$ cat src/hdl/fftr_pkg.sv
// Shared types and codes of the file transfer packet receiver.
// No dependencies; the parser, the skid stage and the top module import this package.
package fftr_pkg;

  // Parse phase of the current packet
  typedef enum logic [3:0] {
    PH_TYPE,
    PH_TAG0,
    PH_SLEN,
    PH_SVAL,
    PH_TAG1,
    PH_NLEN,
    PH_NAME,
    PH_SEQ,
    PH_LHI,
    PH_LLO,
    PH_DATA,
    PH_TAIL,
    PH_SKIP
  } phase_t;

  // Verdict codes given at the end of a packet
  typedef enum logic [2:0] {
    V_OK,
    V_IGNORED,
    V_TAG,
    V_TRUNC,
    V_SEQ,
    V_SIZE,
    V_NAME
  } verdict_t;

  // Packet types as carried in the first byte
  typedef enum logic [1:0] {
    PT_NONE,
    PT_START,
    PT_DATA,
    PT_END
  } ptype_t;

  // TLV tags of start and end packets
  localparam logic [7:0] TAG_SIZE = 8'd0;
  localparam logic [7:0] TAG_NAME = 8'd1;

  // Result kinds
  localparam logic RK_PAYLOAD = 1'b0;
  localparam logic RK_VERDICT = 1'b1;

  // One result item
  typedef struct packed {
    logic        result_kind;
    logic [7:0]  payload_byte;
    logic [2:0]  verdict;
    logic [1:0]  packet_type;
    logic [63:0] file_size;
    logic [15:0] payload_length;
    logic [7:0]  sequence_seen;
  } res_t;

endpackage

$ cat src/hdl/fftr_in_if.sv
// Input channel of the packet receiver: one packet byte per request.
// No dependencies.
interface fftr_in_if;
  logic       valid;
  logic       ready;
  logic [7:0] rx_byte;
  logic       end_of_packet;

  modport source (output valid, rx_byte, end_of_packet, input ready);
  modport sink   (input valid, rx_byte, end_of_packet, output ready);
endinterface

$ cat src/hdl/fftr_out_if.sv
// Result channel of the packet receiver: payload bytes and verdicts.
// No dependencies.
interface fftr_out_if;
  logic        valid;
  logic        ready;
  logic        result_kind;
  logic [7:0]  payload_byte;
  logic [2:0]  verdict;
  logic [1:0]  packet_type;
  logic [63:0] file_size;
  logic [15:0] payload_length;
  logic [7:0]  sequence_seen;

  modport source (output valid, result_kind, payload_byte, verdict, packet_type,
                  file_size, payload_length, sequence_seen, input ready);
  modport sink   (input valid, result_kind, payload_byte, verdict, packet_type,
                  file_size, payload_length, sequence_seen, output ready);
endinterface

$ cat src/hdl/fftr_parser.sv
// Packet parser: phase state, stored size and name, name memory, result build.
// Depends on fftr_pkg.
module fftr_parser #(
  parameter int NAME_DEPTH     = 256,
  parameter int SIZE_BYTES_MAX = 8
) (
  input  logic          clk,
  input  logic          rst_n,
  input  logic          in_fire,
  input  logic [7:0]    rx_byte,
  input  logic          end_of_packet,
  output logic          res_valid,
  output fftr_pkg::res_t res
);
  import fftr_pkg::*;

  localparam int AW = $clog2(NAME_DEPTH);

  phase_t       phase_r, phase_stp, phase_nxt;
  ptype_t       type_r, type_nxt;
  logic [15:0]  pos_r, pos_nxt, pos_inc;
  logic [7:0]   slen_r, slen_nxt;
  logic [63:0]  acc_r, acc_nxt;
  logic [7:0]   nlen_r, nlen_nxt;
  logic [63:0]  ssize_r, ssize_nxt;
  logic [7:0]   snlen_r, snlen_nxt;
  logic [7:0]   expseq_r, expseq_nxt;
  logic [15:0]  dlen_r, dlen_nxt;
  verdict_t     err_r, err_stp, err_nxt;
  logic [7:0]   seqseen_r, seqseen_nxt;
  logic         payload;
  logic         size_fin;
  logic         wr_en;
  logic [AW-1:0] rd_addr;
  logic [7:0]   name_mem [NAME_DEPTH];
  logic [7:0]   name_rd_r;

  assign pos_inc = pos_r + 16'd1;

  // Next state
  always_comb begin
    phase_stp   = phase_r;
    type_nxt    = type_r;
    pos_nxt     = pos_r;
    slen_nxt    = slen_r;
    acc_nxt     = acc_r;
    nlen_nxt    = nlen_r;
    ssize_nxt   = ssize_r;
    snlen_nxt   = snlen_r;
    dlen_nxt    = dlen_r;
    err_stp     = err_r;
    seqseen_nxt = seqseen_r;
    payload     = 1'b0;
    size_fin    = 1'b0;
    wr_en       = 1'b0;
    if (in_fire) begin
      unique case (phase_r)
        PH_TYPE: begin
          acc_nxt     = '0;
          dlen_nxt    = '0;
          seqseen_nxt = '0;
          pos_nxt     = '0;
          err_stp     = V_OK;
          if (rx_byte == {6'd0, PT_START} || rx_byte == {6'd0, PT_END}) begin
            type_nxt  = ptype_t'(rx_byte[1:0]);
            phase_stp = PH_TAG0;
          end else if (rx_byte == {6'd0, PT_DATA}) begin
            type_nxt  = PT_DATA;
            phase_stp = PH_SEQ;
          end else begin
            type_nxt  = PT_NONE;
            err_stp   = V_IGNORED;
            phase_stp = PH_SKIP;
          end
        end
        PH_TAG0: begin
          if (rx_byte != TAG_SIZE) begin
            err_stp   = V_TAG;
            phase_stp = PH_SKIP;
          end else begin
            phase_stp = PH_SLEN;
          end
        end
        PH_SLEN: begin
          slen_nxt = rx_byte;
          pos_nxt  = '0;
          if (rx_byte == 8'd0) size_fin = 1'b1;
          else phase_stp = PH_SVAL;
        end
        PH_SVAL: begin
          // Bytes past the size limit are read but dropped
          for (int k = 0; k < SIZE_BYTES_MAX; k++) begin
            if (pos_r == 16'(k)) acc_nxt[8*k +: 8] = acc_r[8*k +: 8] | rx_byte;
          end
          pos_nxt = pos_inc;
          if (pos_inc >= {8'd0, slen_r}) size_fin = 1'b1;
        end
        PH_TAG1: begin
          if (rx_byte != TAG_NAME) begin
            err_stp   = V_TAG;
            phase_stp = PH_SKIP;
          end else begin
            phase_stp = PH_NLEN;
          end
        end
        PH_NLEN: begin
          nlen_nxt = rx_byte;
          pos_nxt  = '0;
          if (type_r == PT_START && {24'd0, rx_byte} >= 32'(NAME_DEPTH)) begin
            err_stp   = V_TAG;
            phase_stp = PH_SKIP;
          end else if (type_r != PT_START && rx_byte != snlen_r) begin
            err_stp   = V_NAME;
            phase_stp = PH_SKIP;
          end else begin
            if (type_r == PT_START) snlen_nxt = rx_byte;
            phase_stp = (rx_byte == 8'd0) ? PH_TAIL : PH_NAME;
          end
        end
        PH_NAME: begin
          if (type_r != PT_START && {16'd0, pos_r} < 32'(NAME_DEPTH) &&
              name_rd_r != rx_byte) begin
            err_stp   = V_NAME;
            phase_stp = PH_SKIP;
          end else begin
            wr_en   = (type_r == PT_START) && ({16'd0, pos_r} < 32'(NAME_DEPTH));
            pos_nxt = pos_inc;
            if (pos_inc >= {8'd0, nlen_r}) phase_stp = PH_TAIL;
          end
        end
        PH_SEQ: begin
          seqseen_nxt = rx_byte;
          if (rx_byte != expseq_r) begin
            err_stp   = V_SEQ;
            phase_stp = PH_SKIP;
          end else begin
            phase_stp = PH_LHI;
          end
        end
        PH_LHI: begin
          dlen_nxt  = {rx_byte, 8'd0};
          phase_stp = PH_LLO;
        end
        PH_LLO: begin
          dlen_nxt  = {dlen_r[15:8], rx_byte};
          pos_nxt   = '0;
          phase_stp = ({dlen_r[15:8], rx_byte} == 16'd0) ? PH_TAIL : PH_DATA;
        end
        PH_DATA: begin
          payload = 1'b1;
          pos_nxt = pos_inc;
          if (pos_inc >= dlen_r) phase_stp = PH_TAIL;
        end
        default: ;
      endcase
      // Size field complete: store on start, check on end
      if (size_fin) begin
        if (type_r == PT_START) begin
          ssize_nxt = acc_nxt;
          phase_stp = PH_TAG1;
        end else if (acc_nxt != ssize_r) begin
          err_stp   = V_SIZE;
          phase_stp = PH_SKIP;
        end else begin
          phase_stp = PH_TAG1;
        end
      end
    end
  end

  // Packet end: rearm for the next type byte, advance sequence after data
  always_comb begin
    phase_nxt  = phase_stp;
    err_nxt    = err_stp;
    expseq_nxt = expseq_r;
    if (in_fire && end_of_packet) begin
      phase_nxt = PH_TYPE;
      err_nxt   = V_OK;
      if (type_nxt == PT_DATA) expseq_nxt = expseq_r + 8'd1;
    end
  end

  // Result build
  always_comb begin
    res_valid          = in_fire && (end_of_packet || payload);
    res.result_kind    = end_of_packet ? RK_VERDICT : RK_PAYLOAD;
    res.payload_byte   = payload ? rx_byte : 8'd0;
    res.packet_type    = type_nxt;
    res.file_size      = (type_nxt == PT_START || type_nxt == PT_END) ? acc_nxt : 64'd0;
    res.payload_length = (type_nxt == PT_DATA) ? dlen_nxt : 16'd0;
    res.sequence_seen  = (type_nxt == PT_DATA) ? seqseen_nxt : 8'd0;
    if (!end_of_packet)          res.verdict = V_OK;
    else if (err_stp != V_OK)    res.verdict = err_stp;
    else if (phase_stp == PH_TAIL) res.verdict = V_OK;
    else                         res.verdict = V_TRUNC;
  end

  // Read one step ahead so the entry for the current name position is ready
  assign rd_addr = in_fire ? pos_nxt[AW-1:0] : pos_r[AW-1:0];

  always_ff @(posedge clk) begin
    if (wr_en) name_mem[pos_r[AW-1:0]] <= rx_byte;
    name_rd_r <= name_mem[rd_addr];
  end

  always_ff @(posedge clk) begin
    if (!rst_n) begin
      phase_r   <= PH_TYPE;
      type_r    <= PT_NONE;
      pos_r     <= '0;
      slen_r    <= '0;
      acc_r     <= '0;
      nlen_r    <= '0;
      ssize_r   <= '0;
      snlen_r   <= '0;
      expseq_r  <= '0;
      dlen_r    <= '0;
      err_r     <= V_OK;
      seqseen_r <= '0;
    end else begin
      phase_r   <= phase_nxt;
      type_r    <= type_nxt;
      pos_r     <= pos_nxt;
      slen_r    <= slen_nxt;
      acc_r     <= acc_nxt;
      nlen_r    <= nlen_nxt;
      ssize_r   <= ssize_nxt;
      snlen_r   <= snlen_nxt;
      expseq_r  <= expseq_nxt;
      dlen_r    <= dlen_nxt;
      err_r     <= err_nxt;
      seqseen_r <= seqseen_nxt;
    end
  end

endmodule

$ cat src/hdl/fftr_skid.sv
// Result register with a skid stage behind it.
// Depends on fftr_pkg.
module fftr_skid (
  input  logic           clk,
  input  logic           rst_n,
  input  logic           push,
  input  fftr_pkg::res_t push_data,
  output logic           can_push,
  output logic           out_valid,
  input  logic           out_ready,
  output fftr_pkg::res_t out_data
);
  import fftr_pkg::*;

  logic main_v_r, main_v_nxt;
  logic skid_v_r, skid_v_nxt;
  res_t main_r, main_nxt;
  res_t skid_r, skid_nxt;
  logic pop;
  logic main_free;

  assign pop       = main_v_r && out_ready;
  assign main_free = !main_v_r || pop;
  assign can_push  = !skid_v_r;
  assign out_valid = main_v_r;
  assign out_data  = main_r;

  always_comb begin
    main_v_nxt = main_v_r;
    skid_v_nxt = skid_v_r;
    main_nxt   = main_r;
    skid_nxt   = skid_r;
    if (main_free) begin
      if (skid_v_r) begin
        // advance the held request, park a new one behind it
        main_nxt   = skid_r;
        main_v_nxt = 1'b1;
        skid_v_nxt = push;
        skid_nxt   = push_data;
      end else begin
        main_v_nxt = push;
        main_nxt   = push_data;
      end
    end else if (push) begin
      skid_v_nxt = 1'b1;
      skid_nxt   = push_data;
    end
  end

  always_ff @(posedge clk) begin
    main_r <= main_nxt;
    skid_r <= skid_nxt;
    if (!rst_n) begin
      main_v_r <= 1'b0;
      skid_v_r <= 1'b0;
    end else begin
      main_v_r <= main_v_nxt;
      skid_v_r <= skid_v_nxt;
    end
  end

endmodule

$ cat src/hdl/file_transfer_packet_receiver.sv
// Receiver for a small file transfer protocol carried in link-layer packets.
// Depends on fftr_pkg, fftr_in_if, fftr_out_if, fftr_parser and fftr_skid.
//
// Use: feed packet bytes on in_chan, one byte per request, with
// end_of_packet high on the last byte. Byte 0 selects start (1), data (2)
// or end (3); other types are ignored. Start packets store the file size
// and name; end packets are checked against them; data packets check the
// sequence number and pass payload bytes out.
// out_chan carries a payload request for each passed payload byte and a
// verdict request on the last byte of every packet; a byte brings at most
// one request.
// Each request is built combinationally from the accepted byte and registered in
// the result register, or in the skid stage while the output stalls.
// Throughput: one byte per cycle while the skid stage is empty, set by the single
// parse step between the phase registers and the result register; the name memory
// is read one position ahead so the compare never waits.
// Reset (synchronous, rst_n low): parse restarts at the type byte, stored
// size, name length and expected sequence clear to zero, output is empty.
// The name memory keeps its contents and needs no clearing pass.
// Stall: when out_chan.ready is low the result register holds and a skid
// stage takes one more request; in_chan.ready drops only when both are full.
module file_transfer_packet_receiver #(
  parameter int NAME_DEPTH     = 256,
  parameter int SIZE_BYTES_MAX = 8
) (
  input  logic              clk,
  input  logic              rst_n,
  fftr_in_if.sink           in_chan,
  fftr_out_if.source        out_chan
);
  import fftr_pkg::*;

  logic in_fire;
  logic res_valid;
  logic can_push;
  res_t res;
  res_t out_data;

  // Accept a byte whenever the skid stage is empty
  assign in_chan.ready = can_push;
  assign in_fire       = in_chan.valid && can_push;

  fftr_parser #(
    .NAME_DEPTH     (NAME_DEPTH),
    .SIZE_BYTES_MAX (SIZE_BYTES_MAX)
  ) u_parser (
    .clk           (clk),
    .rst_n         (rst_n),
    .in_fire       (in_fire),
    .rx_byte       (in_chan.rx_byte),
    .end_of_packet (in_chan.end_of_packet),
    .res_valid     (res_valid),
    .res           (res)
  );

  fftr_skid u_skid (
    .clk       (clk),
    .rst_n     (rst_n),
    .push      (res_valid),
    .push_data (res),
    .can_push  (can_push),
    .out_valid (out_chan.valid),
    .out_ready (out_chan.ready),
    .out_data  (out_data)
  );

  // Drive the result channel fields from the result register
  assign out_chan.result_kind    = out_data.result_kind;
  assign out_chan.payload_byte   = out_data.payload_byte;
  assign out_chan.verdict        = out_data.verdict;
  assign out_chan.packet_type    = out_data.packet_type;
  assign out_chan.file_size      = out_data.file_size;
  assign out_chan.payload_length = out_data.payload_length;
  assign out_chan.sequence_seen  = out_data.sequence_seen;

  // An accepted last byte always leaves a request waiting on the output
  a_eop_verdict: assert property (@(posedge clk) disable iff (!rst_n)
    in_fire && in_chan.end_of_packet |=> out_chan.valid)
    else $error("no result after end of packet");

  // Payload requests only come from clean data packets
  a_payload_data: assert property (@(posedge clk) disable iff (!rst_n)
    out_chan.valid && out_chan.result_kind == RK_PAYLOAD |->
      out_chan.packet_type == PT_DATA && out_chan.verdict == V_OK)
    else $error("payload request outside a good data packet");

  // Data-only fields stay zero for other packet types
  a_data_fields: assert property (@(posedge clk) disable iff (!rst_n)
    out_chan.valid && out_chan.packet_type != PT_DATA |->
      out_chan.payload_length == 16'd0 && out_chan.sequence_seen == 8'd0)
    else $error("data fields set for a non-data packet");

endmodule
$ cat src/flat_wrapper.sv
// flat-port wrapper written by rule: the top's interface ports become plain ports
module file_transfer_packet_receiver_flat import fftr_pkg::*;
#(
  parameter int NAME_DEPTH     = 256,
  parameter int SIZE_BYTES_MAX = 8
)
  (clk, rst_n, in_chan_valid, in_chan_rx_byte, in_chan_end_of_packet, in_chan_ready, out_chan_valid, out_chan_result_kind, out_chan_payload_byte, out_chan_verdict, out_chan_packet_type, out_chan_file_size, out_chan_payload_length, out_chan_sequence_seen, out_chan_ready);
  fftr_in_if in_chan_i ();
  fftr_out_if out_chan_i ();
  input  logic clk;
  input  logic rst_n;
  input wire logic [$bits(in_chan_i.valid)-1:0] in_chan_valid;
  input wire logic [$bits(in_chan_i.rx_byte)-1:0] in_chan_rx_byte;
  input wire logic [$bits(in_chan_i.end_of_packet)-1:0] in_chan_end_of_packet;
  output wire logic [$bits(in_chan_i.ready)-1:0] in_chan_ready;
  output wire logic [$bits(out_chan_i.valid)-1:0] out_chan_valid;
  output wire logic [$bits(out_chan_i.result_kind)-1:0] out_chan_result_kind;
  output wire logic [$bits(out_chan_i.payload_byte)-1:0] out_chan_payload_byte;
  output wire logic [$bits(out_chan_i.verdict)-1:0] out_chan_verdict;
  output wire logic [$bits(out_chan_i.packet_type)-1:0] out_chan_packet_type;
  output wire logic [$bits(out_chan_i.file_size)-1:0] out_chan_file_size;
  output wire logic [$bits(out_chan_i.payload_length)-1:0] out_chan_payload_length;
  output wire logic [$bits(out_chan_i.sequence_seen)-1:0] out_chan_sequence_seen;
  input wire logic [$bits(out_chan_i.ready)-1:0] out_chan_ready;
  assign in_chan_i.valid = in_chan_valid;
  assign in_chan_i.rx_byte = in_chan_rx_byte;
  assign in_chan_i.end_of_packet = in_chan_end_of_packet;
  assign in_chan_ready = in_chan_i.ready;
  assign out_chan_valid = out_chan_i.valid;
  assign out_chan_result_kind = out_chan_i.result_kind;
  assign out_chan_payload_byte = out_chan_i.payload_byte;
  assign out_chan_verdict = out_chan_i.verdict;
  assign out_chan_packet_type = out_chan_i.packet_type;
  assign out_chan_file_size = out_chan_i.file_size;
  assign out_chan_payload_length = out_chan_i.payload_length;
  assign out_chan_sequence_seen = out_chan_i.sequence_seen;
  assign out_chan_i.ready = out_chan_ready;
  file_transfer_packet_receiver #(.NAME_DEPTH(NAME_DEPTH), .SIZE_BYTES_MAX(SIZE_BYTES_MAX)) u_core (.clk(clk), .rst_n(rst_n), .in_chan(in_chan_i), .out_chan(out_chan_i));
endmodule
$ cat config.mk
export PLATFORM = sky130hd
export DESIGN_NAME = file_transfer_packet_receiver_flat
export DESIGN_NICKNAME = d
export VERILOG_FILES = /design/src/hdl/fftr_pkg.sv /design/src/hdl/fftr_in_if.sv /design/src/hdl/fftr_out_if.sv /design/src/hdl/fftr_parser.sv /design/src/hdl/fftr_skid.sv /design/src/hdl/file_transfer_packet_receiver.sv /design/src/flat_wrapper.sv
export SDC_FILE = /design/constraint.sdc
export NUM_CORES = 2
export LEC_CHECK = 0
export ABC_CLOCK_PERIOD_IN_PS = 8300
export BUFFER_PORTS_ARGS = -buffer_cell sky130_fd_sc_hd__buf_2
export CAP_MARGIN = 15
export CORE_AREA = 2 2 636 638
export DETAILED_ROUTE_END_ITERATION = 10
export DIE_AREA = 0 0 638 640
export PLACE_DENSITY = 0.5
export SETUP_SLACK_MARGIN = 0.2
export SKIP_LAST_GASP = 1
export SLEW_MARGIN = 20
export SYNTH_ARGS = -nofsm -noshare
export SYNTH_HDL_FRONTEND = slang
export SYNTH_SLANG_ARGS = --single-unit
$ cat constraint.sdc
create_clock -name clk -period 8.3 [get_ports clk]
set_clock_uncertainty 0.2 [all_clocks]
set_input_delay 0.83 -clock clk [delete_from_list [all_inputs] [get_ports clk]]
set_output_delay 0.83 -clock clk [all_outputs]
set_load 0.05 [all_outputs]
==> out/qor.yml <==
htreeDepth: 4
whs_path_depth: 1
async_reset_ff_share_pct: 0
yosysWarnings: 0
cts_buffers: 248
post-synth-top-count-cell: "edfxtp_1"
synth_top_area_share_pct: 67.7
slew_viol_final: 0
path_cells: "or4_1 > or3_1 > a2111oi_4 > nor2_2 > a21boi_4 > buf_12 > buf_4 > buf_4 > mux4_1 > a211oi_2 > a22oi_1 > nor4_1 > nor4_1"
cp_max_fo: 30
leakage_nw: 36.4
routed_wl_um: 292000
crit_path_top_delay_cell: "nor4_1"
hpwl_um: 178000
finalSetupViolCount: 0
reg2reg_to: "u_core.u_parser.name_rd_r[6]"
hold_path.class: "primary input to register"
die_x_um: 638
grt_setup_unrepaired: "false"
netlist_instances: 5763
place_area_um2: 107000
critPathTopFamily: "simple AND/OR/NAND/NOR gates"
num_vias: 55700
multiInputGateArea_um2: 26100
fin_crit_ns: 6.59
synthesis.area_um2: 99900
grt_max_degree: 146
antenna_found_initial: 11
clkLatencyLatePin_ns: 0.92
power.density_nw_per_um2: 223
nNetsFinal: 5950
maxSlewHeadroom_pct: 18.3
max-vdd-ir-drop_uv: 169
cp.required_ns: 8.87
drive_above_1_share_pct: 20.3
io_pins: 117
fp.dieH_um: 640
crit_path_end_kind: "register"
cp-start-kind: "register"
regToRegStartpoint: "u_core.u_parser.pos_r[12]"
clock.fmax_ghz: 0.152
clk_pin_slew_ns: 0.07
cpPeakStageDelay_ns: 0.96
status: "finished, final reports clean"
reg2reg_slack_ns: 1.71
root_buffer: "clkbuf_16"
period_share_pct: 79.4
synth_ff_type: "edfxtp_1"
worst_ep_arrival_time_ns: 7.16
nFillCells: 39500
core_um2: 401000
hold_ws_ns: 0.0826
synth_seq_cells: 2471
hold_end: "u_core.u_parser.name_mem[106][7]"
crit_buf_inv: 3
track_usage_pct: 13.9
design_area_um2: 115000
first_pass_iters: 6
synth_nets: 5813
tns_ns: 0
hp-start: "in_chan_rx_byte[7]"
synth_edf_count: 2252
synth_cell_types: 83
synth_area_leaders: "edfxtp_1, mux4_2, dfxtp_1"
synthTopCellsByCount: "edfxtp_1, mux4_2, nor2_1"
tritoncts: "built"
grt_pass1_wl_um: 417000
post-cts-setup-buffers: 0
drc: 0
portBuffers: 116
core.rowCount: 233
ctsLongestPathBuffers: 4
synth_largest_area_cell: "edfxtp_1"
gp_congestion: 0.866
r2r_cells: 13
cts.sinks: 2471
worstMarginPinSlew_ns: 1.21
final-seq-area_um2: 72000
crit_type: "register to register"
finalHoldViolCount: 0
postCtsHoldBufs: 2
ant_nets: 0
grt_overflow: 0
areaGrowthSynthToFinish_pct: 15.4
dieArea_um2: 408000
start_util_pct: 24.9
syn_avg_cell_area_um2: 17.3
drt_iter0_drc: 6267
ys_seq_area_share_pct: 72.1
wire_per_inst_um: 25.6
viasPerCell: 4.89
cap_viol_max_count: 0
cts-resized-gates: 0
grt_pass1_vias: 55100
## registers in the layout (all words and copies together), names as in the netlist, 8 cells and up, named ones only
signal                     flops
u_core.u_parser.name_mem    2048
u_core.u_skid.out_data       102
u_core.u_skid.skid_r         102
u_core.u_parser.acc_r         64
u_core.u_parser.ssize_r       64
u_core.u_parser.dlen_r        16
u_core.u_parser.expseq_r       8
u_core.u_parser.name_rd_r      8
u_core.u_parser.nlen_r         8
u_core.u_parser.pos_r          8
u_core.u_parser.seqseen_r      8
u_core.u_parser.slen_r         8
u_core.u_parser.snlen_r        8
## power by group
group / switching [W] / leakage, nW / total (W) / internal, W
Combinational: 0.000509 / 10.1 / 0.000642 / 0.000133
Sequential: 0.0000232 / 22.3 / 0.0136 / 0.0136
Clock: 0.00483 / 3.95 / 0.0114 / 0.00656
Total: 0.00536 / 36.4 / 0.0256 / 0.0203
## how the worst max path moves through the flow
stage	from	to	slack, ns	depth (start not counted)
after floorplan	out_chan_ready	u_core.u_skid.skid_r[0]	1.92	2
after global placement	in_chan_rx_byte[3]	u_core.u_parser.name_rd_r[2]	0.56	12
after detailed placement	in_chan_rx_byte[6]	u_core.u_parser.name_rd_r[1]	1.41	15
after CTS	u_core.u_parser.pos_r[10]	u_core.u_parser.name_rd_r[1]	1.58	13
after global routing	u_core.u_parser.pos_r[10]	u_core.u_parser.name_rd_r[1]	1.44	13
final	u_core.u_parser.pos_r[12]	u_core.u_parser.name_rd_r[6]	1.71	13
## layout make-up
type / count / share of cell area (%)
multi-input cells: 2834 / 22.7
well taps: 5287 / 5.74
flip-flops and latches: 2471 / 62.5
inverters: 72 / 0.236
diodes: 3 / 0.00652
repair buffers: 273 / 1.83
clock inverters: 140 / 1.42
clock buffers: 305 / 5.60
## metal layers
metal / vias to the layer above / routed length (µm) / GRT usage (%)
met2: 2238 / 131000 / 21.3
met5: - / 0 / 0
met4: 0 / 6780 / 3.27
met3: 432 / 21000 / 2.30
li1: 23500 / - / -
met1: 29500 / 133000 / 20.3
## through the flow
step           util, %  power (W)  instances  setup WS [ns]
3_5_place_dp      26.7     0.0145      10900           1.41
3_3_place_gp      26.7     0.0145      10900          0.563
2_1_floorplan        -     0.0142       5763           1.92
4_1_cts           28.7     0.0259      11400           1.58
6_report          28.7     0.0256      11400           1.71
5_1_grt           28.7     0.0263      11400           1.44
## worst register-to-register path: stages, from the launching register on
cell and delay, ns:
dfxtp_1 0.39, or4_1 0.70, or3_1 0.60, a2111oi_4 0.46, nor2_2 0.28, a21boi_4 0.69, buf_12 0.36, buf_4 0.46
buf_4 0.29, mux4_1 0.60, a211oi_2 0.23, a22oi_1 0.11, nor4_1 0.96, nor4_1 0.13
## layout by cell type (no fill, tap or decap), types with 36 or more instances in the layout
master / synthesis / routed
dfxtp_1: 219 / 215
o22ai_1: 67 / 67
inv_1: 71 / 71
clkinv_2: 0 / 47
nor2_1: 355 / 354
clkbuf_16: 0 / 248
nor4_1: 65 / 54
a211oi_1: 36 / 36
a21oi_1: 158 / 158
a22oi_1: 232 / 232
mux4_2: 460 / 460
mux2_2: 85 / 85
nor2b_1: 40 / 39
nand2_1: 234 / 221
clkbuf_1: 244 / 54
o41ai_1: 38 / 38
o211a_1: 56 / 56
ha_1: 37 / 37
edfxtp_1: 2252 / 2252
o21ai_0: 121 / 120
mux2i_1: 128 / 128
o211ai_1: 46 / 46
buf_4: 46 / 134
and2_1: 202 / 202
nand3_1: 64 / 60
buf_2: 59 / 107
## kinds of logic (layout without fill, tap and decap cells)
logic type	Yosys count	count (layout)	share of synthesized area, %
and+or+nand+nor	1124	1124	5.53
muxes	675	675	12.7
xor gates and xnor gates	50	50	0.438
adders and majority gates	37	37	0.463
other	0	3	0
buffers and inverters	458	790	2.09
AOI/OAI and AO/OA	948	948	6.71
DFF	2471	2471	72.1
No activity file was read; power rests on OpenSTA's default activity.
